===== src/hw/rtl/ryuv_pkg.sv =====
// Shared types and constants for the RGB to YUV 4:2:0 converter.
// No dependencies; used by every other file of the block.
`timescale 1ns / 1ps

package ryuv_pkg;

    // Configuration register file
    localparam int unsigned FW_W   = 13;
    localparam int unsigned APB_AW = 2;
    localparam int unsigned APB_DW = 32;

    localparam logic [FW_W-1:0]   FW_RESET         = 13'd640;
    localparam logic [APB_AW-1:0] ADDR_FRAME_WIDTH = 2'd0;

    localparam int unsigned SUM_W = 9;

    typedef struct packed {
        logic [7:0] blue;
        logic [7:0] green;
        logic [7:0] red;
    } pixel_t;

    typedef struct packed {
        logic   frame_start;
        pixel_t pix;
    } in_item_t;

    // Three horizontal pair sums; also the line store word
    typedef struct packed {
        logic [SUM_W-1:0] sum_r;
        logic [SUM_W-1:0] sum_g;
        logic [SUM_W-1:0] sum_b;
    } pair_sums_t;

    typedef struct packed {
        logic [7:0] luma;
        logic       chroma;
        pair_sums_t sums;
    } pair_item_t;

endpackage


===== src/hw/rtl/ryuv_apb.sv =====
// APB register file for the converter: holds frame_width.
// Depends on ryuv_pkg.
`timescale 1ns / 1ps

module ryuv_apb (
    input  logic                             aclk,
    input  logic                             aresetn,
    input  logic                             psel,
    input  logic                             penable,
    input  logic                             pwrite,
    input  logic [ryuv_pkg::APB_AW-1:0]      paddr,
    input  logic [ryuv_pkg::APB_DW-1:0]      pwdata,
    output logic [ryuv_pkg::APB_DW-1:0]      prdata,
    output logic                             pready,
    output logic [ryuv_pkg::FW_W-1:0]        frame_width
);

    logic [ryuv_pkg::FW_W-1:0] frame_width_reg;
    logic                      wr_hit;

    assign pready = 1'b1;
    assign wr_hit = psel && penable && pwrite && pready
                    && (paddr == ryuv_pkg::ADDR_FRAME_WIDTH);

    always_ff @(posedge aclk) begin
        if (!aresetn) begin
            frame_width_reg <= ryuv_pkg::FW_RESET;
        end else if (wr_hit) begin
            frame_width_reg <= pwdata[ryuv_pkg::FW_W-1:0];
        end
    end

    always_comb begin
        if (paddr == ryuv_pkg::ADDR_FRAME_WIDTH) begin
            prdata = ryuv_pkg::APB_DW'(frame_width_reg);
        end else begin
            prdata = '0;
        end
    end

    assign frame_width = frame_width_reg;

endmodule


===== config.mk =====
export PLATFORM = sky130hd
export DESIGN_NAME = ryuv_apb
export DESIGN_NICKNAME = d
export VERILOG_FILES = /design/src/hw/rtl/ryuv_pkg.sv /design/src/hw/rtl/ryuv_apb.sv
export SDC_FILE = /design/constraint.sdc
export NUM_CORES = 1
export LEC_CHECK = 0
export BUFFER_PORTS_ARGS = -buffer_cell sky130_fd_sc_hd__buf_4
export CAP_MARGIN = 20
export CELL_PAD_IN_SITES_DETAIL_PLACEMENT = 1
export CELL_PAD_IN_SITES_GLOBAL_PLACEMENT = 1
export CORE_ASPECT_RATIO = 0.6
export CORE_UTILIZATION = 19
export DETAILED_ROUTE_END_ITERATION = 6
export PLACE_DENSITY = 0.73
export SYNTH_ARGS = -nofsm -noshare
export SYNTH_HDL_FRONTEND = slang
export SYNTH_SLANG_ARGS = --single-unit

===== constraint.sdc =====
create_clock -name aclk -period 1.2 [get_ports aclk]
set_clock_uncertainty 0.2 [all_clocks]
set_input_delay 0.18 -clock aclk [delete_from_list [all_inputs] [get_ports aclk]]
set_output_delay 0.18 -clock aclk [all_outputs]
set_load 0.1 [all_outputs]

==> impl_metrics.py, run 1 <==
metrics = {
    "timing": {
        "post-route-period-util_pct": 114,
        "fmax_mhz": 732,
        "finalCriticalPeriod_ns": 1.37,
        "setup_violations": 20,
        "finalHoldViolCount": 0,
        "tns_ns": -1.62,
        "rsz0062_at_grt": "true",
        "drv_slew": 0,
        "whs_ns": 0.0347,
        "fin_ws_ns": -0.165,
    },
    "floorplanning": {
        "io_pins": 85,
        "die_w_um": 85.3,
        "rows": 17,
        "fp.coreArea_um2": 3830,
        "dieHeight_um": 52.0,
        "dieArea_um2": 4430,
        "start_util_pct": 20.7,
    },
    "cells_and_area": {
        "postLayoutCoreUtil_pct": 47.2,
        "fin_nets": 203,
        "mostFrequentLayoutCells": "buf_12, buf_4, nand2_1",
        "num_antenna_cells": 0,
        "syn2layout_area_growth_pct": 128,
        "largest_reg_flops": 13,
        "finalNonFillerCells": 210,
        "drive_gt1_share_pct": 57.1,
        "nFillCells": 410,
        "layout_commonest_cell": "buf_12",
    },
    "global_route": {
        "grt_max_degree": 25,
        "grt-ovfl-total": 0,
        "grt_usage_pct": 11.7,
        "grt_pass1_vias": 844,
        "antenna_found_initial": 0,
        "grt_pass1_wl_mm": 3.89,
    },
    "routing": {
        "routed_wl_mm": 2.66,
        "viasPerCell": 3.84,
        "antenna_left": 0,
        "drtPass1Iterations": 3,
        "drtIter0Drc": 12,
        "wl_per_cell_um": 12.7,
        "vias": 806,
        "drc_errors": 0,
    },
    "critical_path": {
        "cp-start-kind": "flip-flop",
        "endpoint_kind": "output port",
        "cp_data_arrival_time_ns": 0.99,
        "cp_max_fo": 2,
        "crit_required_ns": 0.82,
        "r2r_cells": 4,
        "crit_type": "reg2out",
    },
    "clocking": {
        "cts_tree": "done",
        "clock_sinks": 13,
        "cts_buffers": 3,
        "cts_buffer_depth": 2,
        "htreeDepth": 1,
        "clkTransAtPathRegs_ns": 0.05,
        "clockRootBuffer": "clkbuf_8",
        "clk_latency_ns": 0.24,
    },
    "power_and_ir_drop": {
        "ir_drop_uv": 309,
        "pwr-share-comb_pct": 41.5,
        "leakagePower_nw": 0.777,
        "power_frac_seq_pct": 30.2,
        "power.share.switching_pct": 42.7,
        "switching_power_uw": 596,
        "powerDensity_nw_per_um2": 771,
        "p_int_uw": 798,
        "clockPowerShare_pct": 28.3,
    },
    "synthesis": {
        "synthCells": 95,
        "syn_avg_cell_area_um2": 8.32,
        "syn_area_um2": 791,
        "yosysWarnings": 0,
        "synth-seq-cells": 13,
        "yosysSeqAreaShare_pct": 32.9,
        "ys_types": 16,
    },
    "outcome": {
        "failed_checks": "negative setup slack",
        "status": "finished, violations left",
    },
    "job": {
        "maxCapViolations": 0,
    },
    "min_path": {
        "hold_path_depth": 3,
        "min_path_type": "in2reg",
    },
    "placed_design": {
        "hpwl_mm": 1.84,
        "place.port_buffers": 45,
        "place_inst": 185,
        "dp_slack_ns": -0.242,
        "gp_congestion": 0.665,
    },
}
## worst max-delay path, cell delays in order (launching register included)
cell and delay, ns:
dfxtp_4 0.36, inv_4 0.04, nor3_4 0.14, buf_12 0.20
## what timing repair did
action | 4_1_cts | 5_1_grt
gates resized for setup | 63 | 22
gates cloned | 0 | 1
hold buffers | 12 | 0
pin swaps | 5 | 8
buffers inserted | 0 | 8
endpoints found under the setup margin | 26 | 37
endpoints found under the hold margin | 12 | 0
## power groups by stage
stage	Combinational, mW	Clock, mW	Sequential (mW)
2_1_floorplan	0.409	0	0.473
3_3_place_gp	0.489	0	0.427
3_5_place_dp	0.495	0	0.428
4_1_cts	0.551	0.423	0.420
5_1_grt	0.599	0.444	0.421
6_report	0.579	0.394	0.420
## final timing paths
| kind | from | to | slack (ns) |
|---|---|---|---|
| min | pwdata[7] | frame_width[7] | 0.03 |
| max reg2reg | frame_width[4] | frame_width[4] | 0.16 |
| min reg2reg | frame_width[8] | frame_width[8] | 0.30 |
| max | frame_width[9] | prdata[9] | -0.17 |
## Yosys cell counts (all sizes together)
cell / n / area share [%]
and3: 1 / 1.4
nand3: 2 / 1.3
nor2: 1 / 0.79
and2: 12 / 9.8
o211ai: 2 / 1.9
inv: 2 / 0.95
buf: 22 / 23
nor3: 2 / 1.3
conb: 2 / 0.95
clkbuf: 3 / 1.4
mux2i: 11 / 14
dfxtp: 13 / 33
nand2: 22 / 10
## layout make-up
type	instances	area, µm²	share of cell area, %
Multi-Input combinational cell	73	453	25.1
Timing Repair Buffer	71	928	51.4
Tap cell	47	58.8	3.25
Inverter	2	12.5	0.693
Clock buffer	4	45.0	2.49
Sequential cell	13	309	17.1
## cells by family (layout without fill, tap and decap cells)
family | count (synthesis) | count (layout) | share of synthesized area, %
simple gates | 40 | 40 | 25.0
buf+inv | 27 | 77 | 25.3
mux | 11 | 11 | 13.9
flops | 13 | 13 | 32.9
other cells | 2 | 20 | 0.950
compound gates | 2 | 2 | 1.90
## per-layer routing
metal  up-vias  global-route usage, %  routed length [µm]
met1       381                   11.6                1050
met3         0                   5.08                 154
met4         0                  0.833                   0
met5         -                      0                   0
li1        394                      -                   -
met2        31                   24.1                1450
## stage by stage
step,area [µm²],total power [mW]
after floorplan,963,0.882
after global placement,1200,0.916
after detailed placement,1200,0.923
after CTS,1620,1.39
after global routing,1810,1.46
final,1810,1.39
Power figures use the tool's default switching activity.
==> inputs of run 2 (changes only) <==
--- a/config.mk
+++ b/config.mk
@@ -12,6 +12,7 @@
 export CORE_ASPECT_RATIO = 0.6
 export CORE_UTILIZATION = 19
 export DETAILED_ROUTE_END_ITERATION = 6
+export HOLD_SLACK_MARGIN = 0.06
 export PLACE_DENSITY = 0.73
 export SYNTH_ARGS = -nofsm -noshare
 export SYNTH_HDL_FRONTEND = slang
==> run 2 against run 1 <==
Net effect:
- the run still ends with negative setup slack left
- sequential power barely moved
- global-route usage barely moved
- combinational power barely moved
- cell count rose by 0.48%
- cell area rose by 0.55%
- sequential cell count did not move
- sequential share of layout area fell by 0.094 points
- non-clock buffer count rose by 1
- register-to-register slack barely moved
- total power rose by 0.19%
- clock-buffer cell count did not move
- critical path depth did not move
- critical endpoint unchanged
==> impl_metrics.py, run 2 (synthesis results as in run 1) <==
metrics = {
    "outcome": {
        "status": "finished, violations left",
        "failed_checks": "negative setup slack",
    },
    "cells_and_area": {
        "finalNonFillerCells": 211,
        "largest_reg_flops": 13,
        "ff_latch_area_um2": 309,
        "multi_input_area_um2": 453,
        "drive_gt1_share_pct": 56.7,
        "fin_nets": 204,
        "num_antenna_cells": 0,
        "nFillCells": 411,
        "postLayoutCoreUtil_pct": 47.5,
        "design_area_um2": 1820,
        "layout_commonest_cell": "buf_12",
        "mostFrequentLayoutCells": "buf_12, buf_4, nand2_1",
        "syn2layout_area_growth_pct": 130,
    },
    "routing": {
        "drtIter0Drc": 12,
        "antenna_left": 0,
        "viasPerCell": 3.84,
        "wl_per_cell_um": 12.7,
        "routed_wl_mm": 2.68,
        "drtPass1Iterations": 3,
        "vias": 811,
        "drc_errors": 0,
    },
    "placed_design": {
        "hpwl_mm": 1.84,
        "place_area_um2": 1200,
        "gp_congestion": 0.665,
        "place_inst": 185,
        "place.port_buffers": 45,
    },
    "power_and_ir_drop": {
        "power_frac_seq_pct": 30.1,
        "leakagePower_nw": 0.781,
        "ir_drop_uv": 309,
        "switching_power_uw": 596,
        "clockPowerShare_pct": 28.2,
        "powerDensity_nw_per_um2": 768,
        "p_int_uw": 800,
        "power.share.switching_pct": 42.7,
        "pwr-share-comb_pct": 41.6,
    },
    "global_route": {
        "grt_pass1_vias": 845,
        "grt_pass1_wl_mm": 3.88,
        "grt_max_degree": 25,
        "antenna_found_initial": 0,
        "grt_usage_pct": 11.7,
        "grt-ovfl-total": 0,
    },
    "critical_path": {
        "crit_chain": "inv_4, nor3_4, buf_12",
        "cp_max_fo": 2,
        "critPathMaxStageDelay_ns": 0.36,
        "path_buf_inv": 2,
        "crit_family": "flip-flops",
        "endpoint_kind": "output port",
        "cp-start-kind": "flip-flop",
        "reg2reg_setup_slack_ns": 0.16,
        "crit_type": "reg2out",
        "cp_data_arrival_time_ns": 0.99,
        "crit_required_ns": 0.82,
        "slowest_stage": "dfxtp_4",
    },
    "clocking": {
        "clockRootBuffer": "clkbuf_8",
        "cts_buffers": 3,
        "htreeDepth": 1,
        "clkTransAtPathRegs_ns": 0.05,
        "clock_sinks": 13,
        "cts_tree": "done",
        "clk_latency_ns": 0.24,
        "cts_buffer_depth": 2,
    },
    "floorplanning": {
        "die_w_um": 85.3,
        "fp.coreArea_um2": 3830,
        "start_util_pct": 20.7,
        "dieHeight_um": 52.0,
        "dieArea_um2": 4430,
        "rows": 17,
        "io_pins": 85,
    },
    "timing": {
        "drv_slew": 0,
        "fmax_mhz": 733,
        "post-route-period-util_pct": 114,
        "finalCriticalPeriod_ns": 1.37,
        "tns_ns": -1.62,
        "setup_violations": 20,
        "fin_ws_ns": -0.165,
        "rsz0062_at_grt": "true",
        "whs_ns": 0.0873,
        "finalHoldViolCount": 0,
    },
    "min_path": {
        "min_path_type": "in2reg",
    },
    "job": {
        "maxCapViolations": 0,
    },
}
[run 2: worst paths after layout]
kind | startpoint | end | cells past startpoint
max | frame_width[9] | prdata[9] | 3
min | aresetn | frame_width[9] | 2
max reg2reg | frame_width[4] | frame_width[4] | 4
min reg2reg | frame_width[8] | frame_width[8] | 2
[run 2: layer usage]
metal  global-route usage [%]  part of all wire (%)  vias to the layer above
met5                        0                     0                        -
li1                         -                     -                      396
met3                     5.08                   5.9                        0
met1                     11.5                    39                      384
met2                     24.1                    55                       31
met4                    0.833                     0                        0
[run 2: final cells by class]
type,instances,area share [%]
Inverter,2,0.689
Multi-Input combinational cell,73,24.9
Timing Repair Buffer,72,51.7
Tap cell,47,3.24
Sequential cell,13,17.0
Clock buffer,4,2.48
[run 2: power by group through the flow]
stage	clock (mW)	sequential (mW)	combinational, mW
2_1_floorplan	0	0.473	0.409
3_3_place_gp	0	0.427	0.489
3_5_place_dp	0	0.428	0.495
4_1_cts	0.423	0.420	0.554
5_1_grt	0.444	0.421	0.602
6_report	0.394	0.420	0.581
[run 2: what timing repair did]
item | 4_1_cts | 5_1_grt
setup endpoints to repair | 26 | 37
hold endpoints to repair | 13 | 0
hold buffers | 13 | 0
pin swaps | 5 | 8
gates resized for setup | 63 | 22
setup buffers | 0 | 8
cloned | 0 | 1
[run 2: worst reg2reg max path, delay by kind of cell, from the launching register on]
kind,cells,cell delay [ns]
muxes,1,0.07
DFF,1,0.34
and+or+nand+nor,1,0.07
buffers and inverters,2,0.23
[run 2: stage by stage]
stage | setup slack [ns] | power (mW)
after floorplan | -0.510 | 0.882
after global placement | -0.197 | 0.916
after detailed placement | -0.242 | 0.923
after CTS | -0.181 | 1.40
after global routing | -0.211 | 1.47
final | -0.165 | 1.40
==> inputs of run 3 (changes only) <==
--- a/config.mk
+++ b/config.mk
@@ -14,6 +14,7 @@
 export DETAILED_ROUTE_END_ITERATION = 6
 export HOLD_SLACK_MARGIN = 0.06
 export PLACE_DENSITY = 0.73
+export SKIP_CTS_REPAIR_TIMING = 1
 export SYNTH_ARGS = -nofsm -noshare
 export SYNTH_HDL_FRONTEND = slang
 export SYNTH_SLANG_ARGS = --single-unit
==> run 3 against run 2 <==
Net effect:
- the flow still finishes with violations (negative setup slack)
- sequential cell count unchanged
- combinational power decreased by 2%
- global-route usage fell by 1.3 points
- fmax shrank 0.19%
- via count is 3.1% lower
- critical path depth is the same
- total power fell by 0.63%
- worst hold slack worse by 0.0043 ns
- highest routed layer unchanged
==> impl_metrics.py, run 3 (synthesis results as in run 1) <==
metrics = {
    "outcome": {
        "status": "finished, violations left",
        "failed_checks": "negative setup slack",
    },
    "power_and_ir_drop": {
        "pwr-share-comb_pct": 41.2,
        "p_total_mw": 1.39,
        "power_frac_seq_pct": 30.4,
        "powerDensity_nw_per_um2": 805,
        "power.share.switching_pct": 42.8,
        "p_int_uw": 793,
        "ir_drop_uv": 354,
        "switching_power_uw": 594,
        "leakagePower_nw": 0.739,
        "clockPowerShare_pct": 28.4,
    },
    "floorplanning": {
        "start_util_pct": 20.7,
        "dieArea_um2": 4430,
        "rows": 17,
        "dieHeight_um": 52.0,
        "fp.coreArea_um2": 3830,
        "io_pins": 85,
        "die_w_um": 85.3,
    },
    "critical_path": {
        "path_buf_inv": 2,
        "crit_family": "flip-flops",
        "critPathMaxStageDelay_ns": 0.36,
        "r2r_start": "frame_width[7]",
        "crit_required_ns": 0.82,
        "cp_data_arrival_time_ns": 0.99,
        "slowest_stage": "dfxtp_4",
        "reg2reg_setup_slack_ns": 0.17,
        "crit_type": "reg2out",
        "endpoint_kind": "output port",
        "rr_endpoint": "frame_width[7]",
        "crit_cells": 3,
        "r2r_cells": 3,
        "crit_chain": "inv_4, nor3_4, buf_12",
        "cp_max_fo": 2,
        "cp-start-kind": "flip-flop",
    },
    "timing": {
        "fin_ws_ns": -0.168,
        "drv_slew": 0,
        "tns_ns": -1.58,
        "setup_violations": 15,
        "finalCriticalPeriod_ns": 1.37,
        "fmax_mhz": 731,
        "finalHoldViolCount": 0,
        "post-route-period-util_pct": 114,
        "rsz0062_at_grt": "true",
    },
    "clocking": {
        "clock_sinks": 13,
        "clkTransAtPathRegs_ns": 0.05,
        "htreeDepth": 1,
        "clk_latency_ns": 0.24,
        "cts_buffer_depth": 2,
        "cts_buffers": 3,
        "cts_tree": "done",
        "clockRootBuffer": "clkbuf_8",
    },
    "global_route": {
        "grt_pass1_wl_mm": 3.48,
        "grt_usage_pct": 10.4,
        "antenna_found_initial": 0,
        "grt_pass1_vias": 765,
        "grt-ovfl-total": 0,
        "grt_max_degree": 25,
    },
    "cells_and_area": {
        "mostFrequentLayoutCells": "buf_4, nand2_1, buf_12",
        "num_antenna_cells": 0,
        "fin_nets": 199,
        "syn2layout_area_growth_pct": 118,
        "finalNonFillerCells": 206,
        "design_area_um2": 1720,
        "nFillCells": 423,
        "layout_commonest_cell": "buf_4",
        "drive_gt1_share_pct": 55.3,
        "largest_reg_flops": 13,
    },
    "placed_design": {
        "place_area_um2": 1200,
        "place_inst": 185,
        "gp_congestion": 0.665,
        "hpwl_mm": 1.84,
        "place.port_buffers": 45,
    },
    "routing": {
        "vias": 786,
        "drtPass1Iterations": 3,
        "drtIter0Drc": 7,
        "drc_errors": 0,
        "antenna_left": 0,
        "routed_wl_mm": 2.62,
        "wl_per_cell_um": 12.7,
        "viasPerCell": 3.82,
    },
    "min_path": {
        "min_path_type": "in2reg",
        "hold_path_depth": 2,
        "min_to": "frame_width[9]",
        "min_from": "aresetn",
    },
    "job": {
        "maxCapViolations": 0,
    },
}
[run 3: cell count changes in the layout (fill, tap and decap cells not counted), sizes merged]
cell / before / now
buf: 59 / 54
[run 3: power by group through the flow]
stage                     Combinational, mW  Sequential, mW  Clock, mW
final                                 0.572           0.421      0.394
after global routing                  0.592           0.422      0.440
after CTS                             0.495           0.419      0.423
after detailed placement              0.495           0.428          0
after global placement                0.489           0.427          0
after floorplan                       0.409           0.473          0
[run 3: cell type report]
type / instances / area, µm² / share of cell area (%)
timing repair buffer: 67 / 845 / 49.0
multi-input combinational: 73 / 453 / 26.3
sequential: 13 / 309 / 17.9
tap: 47 / 58.8 / 3.41
clock buffer: 4 / 45.0 / 2.61
inverter: 2 / 12.5 / 0.726
[run 3: worst max path at each step]
stage / startpoint / endpoint / slack, ns
2_1_floorplan: frame_width[7] / prdata[7] / -0.51
3_3_place_gp: paddr[1] / prdata[10] / -0.20
3_5_place_dp: paddr[1] / frame_width[3] / -0.24
4_1_cts: frame_width[7] / prdata[7] / -0.24
5_1_grt: frame_width[7] / prdata[7] / -0.21
6_report: frame_width[7] / prdata[7] / -0.17
[run 3: through the flow]
step | util (%) | hold WS, ns | setup WS (ns)
final | 45.0 | 0.0831 | -0.168
after global routing | 45.0 | 0.0971 | -0.211
after CTS | 32.6 | -0.0225 | -0.242
after detailed placement | 31.4 | 0.241 | -0.242
after global placement | 31.4 | 0.227 | -0.197
after floorplan | - | 0.112 | -0.510
[run 3: per-layer routing]
metal / vias to the layer above / share of wire (%) / global-route usage, %
li1: 388 / - / -
met1: 367 / 40 / 10.8
met2: 31 / 55 / 20.7
met3: 0 / 5.3 / 4.29
met4: 0 / 0 / 0.833
met5: - / 0 / 0
