===== src/hw/rtl/ryuv_pkg.sv =====
// Shared types and constants for the RGB to YUV 4:2:0 converter.
// No dependencies; used by every other file of the block.
`timescale 1ns / 1ps

package ryuv_pkg;

    // Configuration register file
    localparam int unsigned FW_W   = 13;
    localparam int unsigned APB_AW = 2;
    localparam int unsigned APB_DW = 32;

    localparam logic [FW_W-1:0]   FW_RESET         = 13'd640;
    localparam logic [APB_AW-1:0] ADDR_FRAME_WIDTH = 2'd0;

    localparam int unsigned SUM_W = 9;

    typedef struct packed {
        logic [7:0] blue;
        logic [7:0] green;
        logic [7:0] red;
    } pixel_t;

    typedef struct packed {
        logic   frame_start;
        pixel_t pix;
    } in_item_t;

    // Three horizontal pair sums; also the line store word
    typedef struct packed {
        logic [SUM_W-1:0] sum_r;
        logic [SUM_W-1:0] sum_g;
        logic [SUM_W-1:0] sum_b;
    } pair_sums_t;

    typedef struct packed {
        logic [7:0] luma;
        logic       chroma;
        pair_sums_t sums;
    } pair_item_t;

endpackage


===== src/hw/rtl/ryuv_chroma.sv =====
// Stage 2: 2x2 averages, U/V products and the result register.
// Depends on ryuv_pkg.
`timescale 1ns / 1ps

module ryuv_chroma (
    input  logic                  aclk,
    input  logic                  aresetn,
    input  logic                  in_valid,
    input  ryuv_pkg::pair_item_t  in_item,
    input  ryuv_pkg::pair_sums_t  line_data,
    output logic                  in_ready,
    output logic                  m_tvalid,
    input  logic                  m_tready,
    output logic [23:0]           m_tdata,
    output logic                  m_tuser
);

    // Bias folds the +128 rounding and the +128 offset (128 + 128*256)
    localparam logic [15:0] C_BIAS = 16'd32896;
    localparam logic [15:0] U_KR   = 16'd38;
    localparam logic [15:0] U_KG   = 16'd74;
    localparam logic [15:0] U_KB   = 16'd112;
    localparam logic [15:0] V_KR   = 16'd112;
    localparam logic [15:0] V_KG   = 16'd94;
    localparam logic [15:0] V_KB   = 16'd18;

    logic        valid_reg;
    logic [7:0]  luma_reg;
    logic        chroma_reg;
    logic [7:0]  u_reg;
    logic [7:0]  v_reg;

    logic [9:0]  quad_r, quad_g, quad_b;
    logic [15:0] avg_r, avg_g, avg_b;
    logic [15:0] u_sum, v_sum;
    logic        advance;

    assign quad_r = {1'b0, in_item.sums.sum_r} + {1'b0, line_data.sum_r};
    assign quad_g = {1'b0, in_item.sums.sum_g} + {1'b0, line_data.sum_g};
    assign quad_b = {1'b0, in_item.sums.sum_b} + {1'b0, line_data.sum_b};
    assign avg_r  = 16'(quad_r[9:2]);
    assign avg_g  = 16'(quad_g[9:2]);
    assign avg_b  = 16'(quad_b[9:2]);

    // Both sums stay in 0..65535, so modular arithmetic floors exactly
    assign u_sum = C_BIAS + U_KB * avg_b - U_KR * avg_r - U_KG * avg_g;
    assign v_sum = C_BIAS + V_KR * avg_r - V_KG * avg_g - V_KB * avg_b;

    assign in_ready = !valid_reg || m_tready;
    assign advance  = in_valid && in_ready;

    always_ff @(posedge aclk) begin
        if (!aresetn) begin
            valid_reg <= 1'b0;
        end else if (in_ready) begin
            valid_reg <= in_valid;
        end
    end

    always_ff @(posedge aclk) begin
        if (advance) begin
            luma_reg   <= in_item.luma;
            chroma_reg <= in_item.chroma;
            u_reg      <= in_item.chroma ? u_sum[15:8] : 8'd0;
            v_reg      <= in_item.chroma ? v_sum[15:8] : 8'd0;
        end
    end

    assign m_tvalid = valid_reg;
    assign m_tdata  = {v_reg, u_reg, luma_reg};
    assign m_tuser  = chroma_reg;

endmodule


===== config.mk =====
export PLATFORM = sky130hd
export DESIGN_NAME = ryuv_chroma
export DESIGN_NICKNAME = d
export VERILOG_FILES = /design/src/hw/rtl/ryuv_pkg.sv /design/src/hw/rtl/ryuv_chroma.sv
export SDC_FILE = /design/constraint.sdc
export NUM_CORES = 1
export LEC_CHECK = 0
export ABC_AREA = 0
export BUFFER_PORTS_ARGS = -buffer_cell sky130_fd_sc_hd__buf_2
export CAP_MARGIN = 20
export CORE_MARGIN = 2
export CORE_UTILIZATION = 55
export CTS_CLUSTER_DIAMETER = 150
export DETAILED_ROUTE_END_ITERATION = 7
export GPL_ROUTABILITY_DRIVEN = 0
export PLACE_DENSITY = 0.9
export SKIP_LAST_GASP = 1
export SLEW_MARGIN = 20
export SYNTH_ARGS = -nofsm -noshare
export SYNTH_HDL_FRONTEND = slang
export SYNTH_SLANG_ARGS = --single-unit

===== constraint.sdc =====
create_clock -name aclk -period 6.5 [get_ports aclk]
set_clock_uncertainty 0.15 [all_clocks]
set_input_delay 0.325 -clock aclk [delete_from_list [all_inputs] [get_ports aclk]]
set_output_delay 0.325 -clock aclk [all_outputs]
set_load 0.1 [all_outputs]

==> summary.md, run 1 <==
- **Detailed Route Iter0 Violations** 261
- **top cell type's share of synthesized area** 31.10%
- **Setup WS pre-CTS** -0.5141 ns
- **clock tree from TritonCTS** yes
- **DP Wirelength** 15.08 mm
- **min-delay src** in_item[34]
- **most repeated cell in the gate-level netlist after synthesis** sky130_fd_sc_hd__ha_1
- **unrepaired setup endpoints after global routing** yes
- **fraction of final layout cells with drive strength greater than 1** 28.56%
- **most frequently used flop master after synthesis** sky130_fd_sc_hd__edfxtp_1
- **relative area change from synthesis to final layout** 28.24%
- **max-slew violation total from the final report** 0
- **max frequency** 0.1561 GHz
- **area of the core** 12670 µm²
- **total of buffers placed on input and output ports** 93
- **number of hold violations in the final report** 0
- **Vert. Die Dim** 118.1 µm
- **register area share after synthesis** 10.76%
- **crit path kind** in2reg
- **ranking of synthesized cells by area** sky130_fd_sc_hd__ha_1 (31%), sky130_fd_sc_hd__fa_1 (16%), sky130_fd_sc_hd__edfxtp_1 (10%)
- **Residual DRC** 0
- **worst-case setup margin in the final layout** 0.09506 ns
- **net count after synthesis** 1092
- **hold bufs inserted after CTS** 0
- **vias in the first global route** 6383
- **parity-gate share of the synthesized area counting xor and xnor cells** 8.946%
- **number of antenna violations at the first check in global routing** 0
- **Worst Tran Pin Value** 1.011 ns
- **origin of the critical flop-to-flop path** m_tvalid
- **root cell of the clock tree** sky130_fd_sc_hd__clkbuf_16
- **worst-case reg-to-reg path depth** 2
- **Synth Warn #** 0
- **Min Clock Period, post-route** 6.405 ns
- **dominant cell type by area after synthesis** sky130_fd_sc_hd__ha_1
- **Worst R2R Setup Slack** 4.76 ns
- **global-route usage over all layers** 24.47%
- **number of sinks driven by the clock tree** 26
- **Finish-stage setup viols** 0
- **maximum buffer depth of the clock tree** 2
- **first-pass iteration count of the detailed router** 5
- **Layout Nets** 1275
- **worst rel slew slack** 32.63%
- **WL per Instance** 15.32 µm
- **critical path capture point type** flip-flop
- **detailed-route via count** 6142
- **count of standard-cell rows** 41
- **syn avg cell area** 9.087 µm²
- **Max stage delay cell, worst path** sky130_fd_sc_hd__fa_1
- **fraction of the cycle the final worst path needs** 98.54%
- **number of maximum-capacitance violations** 0
- **total global routing overflow** 0
- **Die Area** 13950 µm²
- **drt total wl** 17.49 mm
- **depth of the worst hold-timing path** 1
- **ranking of synthesized cells by instance count** sky130_fd_sc_hd__ha_1 (178), sky130_fd_sc_hd__inv_1 (161), sky130_fd_sc_hd__fa_1 (59)
- **cell area after synthesis** 7161 µm²
- **CP Max Fanout** 3
- **Die Span X** 118.1 µm
- **Reg clk slew, reported paths** 0.06 ns
- **dominant combinational cell family by area after synthesis** adder cells
- **number of flops mapped to enable cells by yosys** 25
- **Data required, critical path** 6.36 ns
- **average via count per standard cell** 5.378
- **data arrival at the endpoint of the critical path** 6.27 ns
- **crit path launch type** primary input
- **CP most frequent cell** sky130_fd_sc_hd__ha_4
- **clock latency at the later pin of the worst-skew pair** 0.25 ns
- **largest net degree at the start of global routing** 26
- **wire length of the first global-routing pass** 28.10 mm
- **final total negative setup slack** 0 ns
- **number of buffers added by the clock tree synthesis step** 3
- **post-route antenna net violation count** 0
- **multiplexer share of the synthesized area** 0.5591%
- **endpoint of the worst hold-timing path** luma_reg[6]
- **Max H-tree Level** 1
- **largest stage delay on the critical path** 0.54 ns
- **number of instances in the synthesized netlist** 788
- **count of fill cells added during filler insertion** 876
- **starting density of the core** 56.51%
- **endpoint of the worst register-to-register path** u_reg[4]
- **count of buffer and inverter cells on the critical path** 6
- **simple-gate area share of the yosys netlist** 9.698%
- **post-synthesis compound-gate area fraction** 13.61%
- **status** finished, final reports clean
- **kind of cell adding the most delay to the critical path** adder cells
- **count of pins on the block boundary** 94
- **class of the worst hold path** in2reg
- **number of antenna diodes** 0
- **flop and latch count out of synthesis** 26
- **adder-cell share of the synthesized area** 47.75%
- **Yosys cell types** 62
- **Synth async-reset ratio** 0%
## worst max path at each step
stage,from,end,slack [ns],cells after the start
detailed placement,in_item[10],v_reg[4],-0.51,25
floorplan,in_item[19],u_reg[7],0.008,26
global route,line_data[10],u_reg[7],-0.11,30
CTS,in_item[11],v_reg[7],0.008,28
global placement,line_data[10],v_reg[4],-0.27,25
finish,in_item[10],v_reg[7],0.1,27
## cell usage in the layout, fill, tap and decap left out, types with 25 or more instances in the layout
| master | n |
|---|---|
| sky130_fd_sc_hd__a21oi_1 | 32 |
| sky130_fd_sc_hd__buf_2 | 91 |
| sky130_fd_sc_hd__buf_4 | 86 |
| sky130_fd_sc_hd__edfxtp_1 | 25 |
| sky130_fd_sc_hd__fa_1 | 57 |
| sky130_fd_sc_hd__ha_1 | 159 |
| sky130_fd_sc_hd__inv_1 | 155 |
| sky130_fd_sc_hd__nand2_1 | 30 |
| sky130_fd_sc_hd__nor2_1 | 41 |
| sky130_fd_sc_hd__xnor2_1 | 39 |
## metal layers
metal / GRT usage (%) / wire length [µm] / vias to the layer above
met5: 0 / 0 / -
met3: 2.568 / 783 / 53
met4: 11.22 / 731 / 0
met1: 28.03 / 6891 / 2900
met2: 45.38 / 9083 / 157
li1: - / - / 3032
## stage by stage
stage / instance area, µm² / hold WS [ns] / utilization [%] / instances
finish: 9183 / 0.08950 / 72.47 / 1142
global placement: 8672 / 0.3512 / 68.44 / 1127
CTS: 8859 / 0.08534 / 69.91 / 1135
floorplan: 7422 / 0.2739 / - / 788
detailed placement: 8672 / 0.3534 / 68.44 / 1127
global route: 9183 / 0.08032 / 72.47 / 1142
## cell families (layout without fill, tap and decap cells)
logic type / after synthesis / after routing
buffers and inverters: 165 / 347
adders and majority gates: 238 / 238
DFF: 26 / 26
xor gates and xnor gates: 71 / 71
muxes: 4 / 4
and+or+nand+nor: 143 / 143
AOI/OAI and AO/OA: 141 / 141
## what timing repair did
item	CTS	global route
endpoints found under the setup margin	6	11
setup buffers	4	10
resized for setup	9	58
pin swaps	6	46
## worst register-to-register path: stages, from the launching register on
cell and delay, ns:
sky130_fd_sc_hd__dfxtp_1 0.31, sky130_fd_sc_hd__nand2b_1 0.09, sky130_fd_sc_hd__and2_1 0.81
## final cells by class
type | count | area [µm²] | share of cell area, %
multi-input combinational | 597 | 6330 | 68.93
timing repair buffer | 182 | 1157 | 12.60
sequential | 26 | 770.7 | 8.394
inverter | 161 | 604.3 | 6.581
tap | 172 | 215.2 | 2.344
clock buffer | 3 | 75.07 | 0.8175
clock inverter | 1 | 30.03 | 0.3270
Power of run 1 is not shown: default switching activity piles up to over one toggle a cycle in this logic, so the estimate is an artifact.
==> inputs of run 2 (changes only) <==
--- a/config.mk
+++ b/config.mk
@@ -10,6 +10,7 @@
 export CAP_MARGIN = 20
 export CORE_MARGIN = 2
 export CORE_UTILIZATION = 55
+export CTS_BUF_LIST = sky130_fd_sc_hd__clkbuf_8
 export CTS_CLUSTER_DIAMETER = 150
 export DETAILED_ROUTE_END_ITERATION = 7
 export GPL_ROUTABILITY_DRIVEN = 0
==> summary.md, run 2 (synthesis gave the netlist of run 1 again) <==
- **status** finished, final reports clean, unchanged
- **largest stage delay on the critical path** 0.55 ns, was 0.54 ns
- **total of buffers placed on input and output ports** 93, unchanged
- **worst-case setup margin in the final layout** 0.06513 ns, was 0.09506 ns
- **hold bufs inserted after CTS** 0, unchanged
- **Die Span X** 118.1 µm, unchanged
- **largest net degree at the start of global routing** 26, unchanged
- **final std cells w/o fill** 1142, unchanged
- **first-pass iteration count of the detailed router** 5, unchanged
- **cell area after layout** 9146 µm², was 9183 µm²
- **Finish-stage setup viols** 0, unchanged
- **count of pins on the block boundary** 94, unchanged
- **Reg clk slew, reported paths** 0.08 ns, was 0.06 ns
- **WL per Instance** 15.34 µm, was 15.32 µm
- **root cell of the clock tree** sky130_fd_sc_hd__clkbuf_8, was sky130_fd_sc_hd__clkbuf_16
- **crit path kind** in2reg, unchanged
- **Residual DRC** 0, unchanged
- **crit path launch type** primary input, unchanged
- **post-route antenna net violation count** 0, unchanged
- **drt total wl** 17.52 mm, was 17.49 mm
- **fraction of the cycle the final worst path needs** 99.00%, was 98.54%
- **fraction of final layout cells with drive strength greater than 1** 28.25%, was 28.56%
- **clock latency at the later pin of the worst-skew pair** 0.25 ns, about the same
- **starting density of the core** 56.51%, unchanged
- **final total negative setup slack** 0 ns, unchanged
- **count of standard-cell rows** 41, unchanged
- **most common library cell in the layout ignoring fill and taps** sky130_fd_sc_hd__inv_1, was sky130_fd_sc_hd__ha_1
- **Min Clock Period, post-route** 6.435 ns, was 6.405 ns
- **number of sinks driven by the clock tree** 26, unchanged
- **kind of cell adding the most delay to the critical path** adder cells, unchanged
- **number of buffers added by the clock tree synthesis step** 3, unchanged
- **critical path capture point type** flip-flop, unchanged
- **placement-stage cell area** 8672 µm², unchanged
- **CP most frequent cell** sky130_fd_sc_hd__ha_1, was sky130_fd_sc_hd__ha_4
- **Data required, critical path** 6.46 ns, was 6.36 ns
- **detailed-route via count** 6193, was 6142
- **relative area change from synthesis to final layout** 27.73%, was 28.24%
- **wire length of the first global-routing pass** 27.89 mm, was 28.10 mm
- **maximum buffer depth of the clock tree** 2, unchanged
- **Layout Nets** 1275, unchanged
- **number of cells in the design after placement** 1127, unchanged
- **clock tree from TritonCTS** yes, unchanged
- **data arrival at the endpoint of the critical path** 6.40 ns, was 6.27 ns
- **number of antenna diodes** 0, unchanged
- **DP Wirelength** 15.08 mm, unchanged
- **number of antenna violations at the first check in global routing** 0, unchanged
- **Die Area** 13950 µm², unchanged
- **count of buffer and inverter cells on the critical path** 4, was 6
- **number of maximum-capacitance violations** 0, unchanged
- **CP Max Fanout** 3, unchanged
- **area of the core** 12670 µm², unchanged
- **max frequency** 0.1554 GHz, was 0.1561 GHz
- **max-slew violation total from the final report** 0, unchanged
- **Max H-tree Level** 1, unchanged
- **vias in the first global route** 6383, unchanged
- **leading cell types in the layout, fill and taps excluded** sky130_fd_sc_hd__inv_1 (157), sky130_fd_sc_hd__ha_1 (156), sky130_fd_sc_hd__buf_2 (93), was sky130_fd_sc_hd__ha_1 (159), sky130_fd_sc_hd__inv_1 (155), sky130_fd_sc_hd__buf_2 (91)
- **class of the worst hold path** in2reg, unchanged
- **Max stage delay cell, worst path** sky130_fd_sc_hd__fa_1, unchanged
- **number of hold violations in the final report** 0, unchanged
- **Detailed Route Iter0 Violations** 298, was 261
- **Vert. Die Dim** 118.1 µm, unchanged
- **unrepaired setup endpoints after global routing** yes, unchanged
- **global-route usage over all layers** 24.11%, was 24.47%
- **total global routing overflow** 0, unchanged
- **worst rel slew slack** 32.31%, was 32.63%
- **Setup WS pre-CTS** -0.5141 ns, unchanged
- **average via count per standard cell** 5.423, was 5.378
- **Worst Tran Pin Value** 1.015 ns, was 1.011 ns
[run 2: cell type report]
type | instances | area (µm²)
Clock buffer | 3 | 41.29
Clock inverter | 1 | 30.03
Fill cell | 871 | 3525
Inverter | 161 | 604.3
Multi-Input combinational cell | 597 | 6335
Sequential cell | 26 | 770.7
Tap cell | 172 | 215.2
Timing Repair Buffer | 182 | 1150
[run 2: final timing paths]
path | startpoint | to | slack (ns) | cells past startpoint
worst min-delay path | in_item[33] | luma_reg[5] | 0.08 | 1
worst min register to register | m_tvalid | m_tvalid | 0.40 | 2
worst max-delay path | in_item[19] | u_reg[7] | 0.07 | 26
worst max register to register | m_tvalid | u_reg[7] | 4.75 | 2
[run 2: layer usage]
layer  wire [µm]  part of all wire [%]  GRT usage [%]
met1        6836                    39          27.85
met2        9013                    51          44.54
met3         852                   4.9          2.616
met4         813                   4.6          10.62
met5           0                     0              0
[run 2: stage by stage]
step                      util (%)  hold slack (ns)
after floorplan                  -           0.2739
after global placement       68.44           0.3512
after detailed placement     68.44           0.3534
after CTS                    69.31          0.07846
after global routing         72.18          0.06564
final                        72.18          0.08487
[run 2: worst register-to-register path, stage by stage (launching register included)]
cell and delay (ns):
sky130_fd_sc_hd__dfxtp_1 0.32, sky130_fd_sc_hd__nand2b_1 0.09, sky130_fd_sc_hd__and2_1 0.81
[run 2: repair_timing]
item,4_1_cts,5_1_grt
resized for setup,4,52
hold endpoints to repair,0,0
pin swaps,5,31
setup endpoints to repair,6,11
buffers inserted,2,9
Power of run 2 is left out for the same reason.
==> inputs of run 3 (changes only) <==
--- a/config.mk
+++ b/config.mk
@@ -14,7 +14,7 @@
 export CTS_CLUSTER_DIAMETER = 150
 export DETAILED_ROUTE_END_ITERATION = 7
 export GPL_ROUTABILITY_DRIVEN = 0
-export PLACE_DENSITY = 0.9
+export PLACE_DENSITY = 0.87
 export SKIP_LAST_GASP = 1
 export SLEW_MARGIN = 20
 export SYNTH_ARGS = -nofsm -noshare
==> constraint.sdc (replaced) <==
create_clock -name aclk -period 6.2 [get_ports aclk]
set_clock_uncertainty 0.15 [all_clocks]
set_input_delay 0.31 -clock aclk [delete_from_list [all_inputs] [get_ports aclk]]
set_output_delay 0.31 -clock aclk [all_outputs]
set_load 0.1 [all_outputs]
==> summary.md, run 3 (synthesis gave the netlist of run 1 again) <==
- **status** finished with violations, was finished, final reports clean
- **violations in the final reports** negative setup slack
- **Vert. Die Dim** 118.1 µm, unchanged
- **CP most frequent cell** sky130_fd_sc_hd__ha_4, was sky130_fd_sc_hd__ha_1
- **starting density of the core** 56.51%, unchanged
- **clock tree from TritonCTS** yes, unchanged
- **Residual DRC** 0, unchanged
- **Die Area** 13950 µm², unchanged
- **post-route worst hold slack** 0.07326 ns, was 0.08487 ns
- **placement-stage cell area** 9019 µm², was 8672 µm²
- **number of antenna diodes** 0, unchanged
- **crit path launch type** primary input, unchanged
- **average via count per standard cell** 5.487, was 5.423
- **CP Max Fanout** 5, was 3
- **Layout Nets** 1310, was 1275
- **WL per Instance** 16.04 µm, was 15.34 µm
- **most common library cell in the layout ignoring fill and taps** sky130_fd_sc_hd__inv_1, unchanged
- **number of hold violations in the final report** 0, unchanged
- **max frequency** 0.1585 GHz
- **class of the worst hold path** in2reg, unchanged
- **root cell of the clock tree** sky130_fd_sc_hd__clkbuf_8, unchanged
- **count of standard-cell rows** 41, unchanged
- **number of buffers added by the clock tree synthesis step** 3, unchanged
- **total global routing overflow** 0, unchanged
- **post-route antenna net violation count** 0, unchanged
- **detailed-route via count** 6458, was 6193
- **DP Wirelength** 15.03 mm, was 15.08 mm
- **number of cells in the design after placement** 1158, was 1127
- **worst rel slew slack** 31.99%, was 32.31%
- **Min Clock Period, post-route** 6.310 ns
- **number of antenna violations at the first check in global routing** 0, unchanged
- **relative area change from synthesis to final layout** 35.31%, was 27.73%
- **maximum buffer depth of the clock tree** 2, unchanged
- **vias in the first global route** 6519, was 6383
- **drt total wl** 18.88 mm, was 17.52 mm
- **clock latency at the later pin of the worst-skew pair** 0.26 ns, was 0.25 ns
- **total of buffers placed on input and output ports** 93, unchanged
- **unrepaired setup endpoints after global routing** yes, unchanged
- **worst-case setup margin in the final layout** -0.1098 ns, was 0.06513 ns
- **Max stage delay cell, worst path** sky130_fd_sc_hd__fa_1, unchanged
- **critical path capture point type** flip-flop, unchanged
- **largest net degree at the start of global routing** 26, unchanged
- **final total negative setup slack** -0.1778 ns, was 0 ns
- **largest stage delay on the critical path** 0.55 ns, about the same
- **leading cell types in the layout, fill and taps excluded** sky130_fd_sc_hd__inv_1 (149), sky130_fd_sc_hd__ha_1 (145), sky130_fd_sc_hd__buf_4 (117), was sky130_fd_sc_hd__inv_1 (157), sky130_fd_sc_hd__ha_1 (156), sky130_fd_sc_hd__buf_2 (93)
- **Finish-stage setup viols** 4, was 0
- **Reg clk slew, reported paths** 0.08 ns, about the same
- **depth of the worst hold-timing path** 1, unchanged
- **number of sinks driven by the clock tree** 26, unchanged
- **Data required, critical path** 6.07 ns, was 6.46 ns
- **Max H-tree Level** 1, unchanged
- **Worst Tran Pin Value** 1.020 ns, was 1.015 ns
- **max-slew violation total from the final report** 0, unchanged
- **first-pass iteration count of the detailed router** 5, unchanged
- **Detailed Route Iter0 Violations** 437, was 298
- **number of maximum-capacitance violations** 0, unchanged
- **fraction of the cycle the final worst path needs** 101.8%
- **Die Span X** 118.1 µm, unchanged
- **worst-case reg-to-reg path depth** 2, unchanged
- **fraction of final layout cells with drive strength greater than 1** 34.23%, was 28.25%
- **count of fill cells added during filler insertion** 748, was 871
- **crit path kind** in2reg, unchanged
- **data arrival at the endpoint of the critical path** 6.18 ns, was 6.40 ns
- **count of pins on the block boundary** 94, unchanged
- **area of the core** 12670 µm², unchanged
- **wire length of the first global-routing pass** 28.97 mm, was 27.89 mm
- **cell area after layout** 9689 µm², was 9146 µm²
- **final std cells w/o fill** 1177, was 1142
- **global-route usage over all layers** 25.11%, was 24.11%
## run 3: cell types whose count changed in the layout (fill, tap and decap cells not counted), sizes merged
cell / previous run / this run
buf: 182 / 217
bufinv: 1 / 0
clkinv: 0 / 1
## run 3: critical path: cells and delay by family
family,cells,cell delay (ns)
fa+ha+maj,8,2.93
xor+xnor,2,0.35
compound gates,11,2.07
buf+inv,4,0.47
simple gates,1,0.06
## run 3: final timing paths
check | startpoint | end | slack (ns)
min reg2reg | m_tvalid | m_tvalid | 0.37
min | in_item[28] | luma_reg[0] | 0.07
max | line_data[10] | v_reg[7] | -0.11
max reg2reg | m_tvalid | luma_reg[2] | 4.47
## run 3: layout make-up
type / instances / area [µm²] / area share (%)
tap: 172 / 215.2 / 2.221
sequential: 26 / 770.7 / 7.955
timing repair buffer: 217 / 1450 / 14.97
multi-input combinational: 597 / 6601 / 68.13
clock buffer: 3 / 41.29 / 0.4261
clock inverter: 1 / 3.754 / 0.03874
inverter: 161 / 606.8 / 6.263
## run 3: layer usage
layer	up-vias	GRT usage [%]	routed length [µm]
met4	0	8.961	864
met3	68	2.132	800
met1	3047	27.97	7189
li1	3100	-	-
met2	243	49.10	10030
met5	-	0	0
## run 3: repair_timing
action                                  CTS  global route
resized for setup                        27            58
pin swaps                                27            55
endpoints found under the setup margin    9            13
setup buffers                             7            11
endpoints found under the hold margin     0             0
hold buffers                              0             0
cloned                                    0             0
## run 3: metrics by stage
| stage | util (%) | worst slack (ns) |
|---|---|---|
| after floorplan | - | -0.1829 |
| after CTS | 73.09 | -0.07360 |
| after global routing | 76.47 | -0.2953 |
| after global placement | 71.18 | -0.4535 |
| after detailed placement | 71.18 | -0.5552 |
| final | 76.47 | -0.1098 |
Power of run 3 is left out for the same reason.
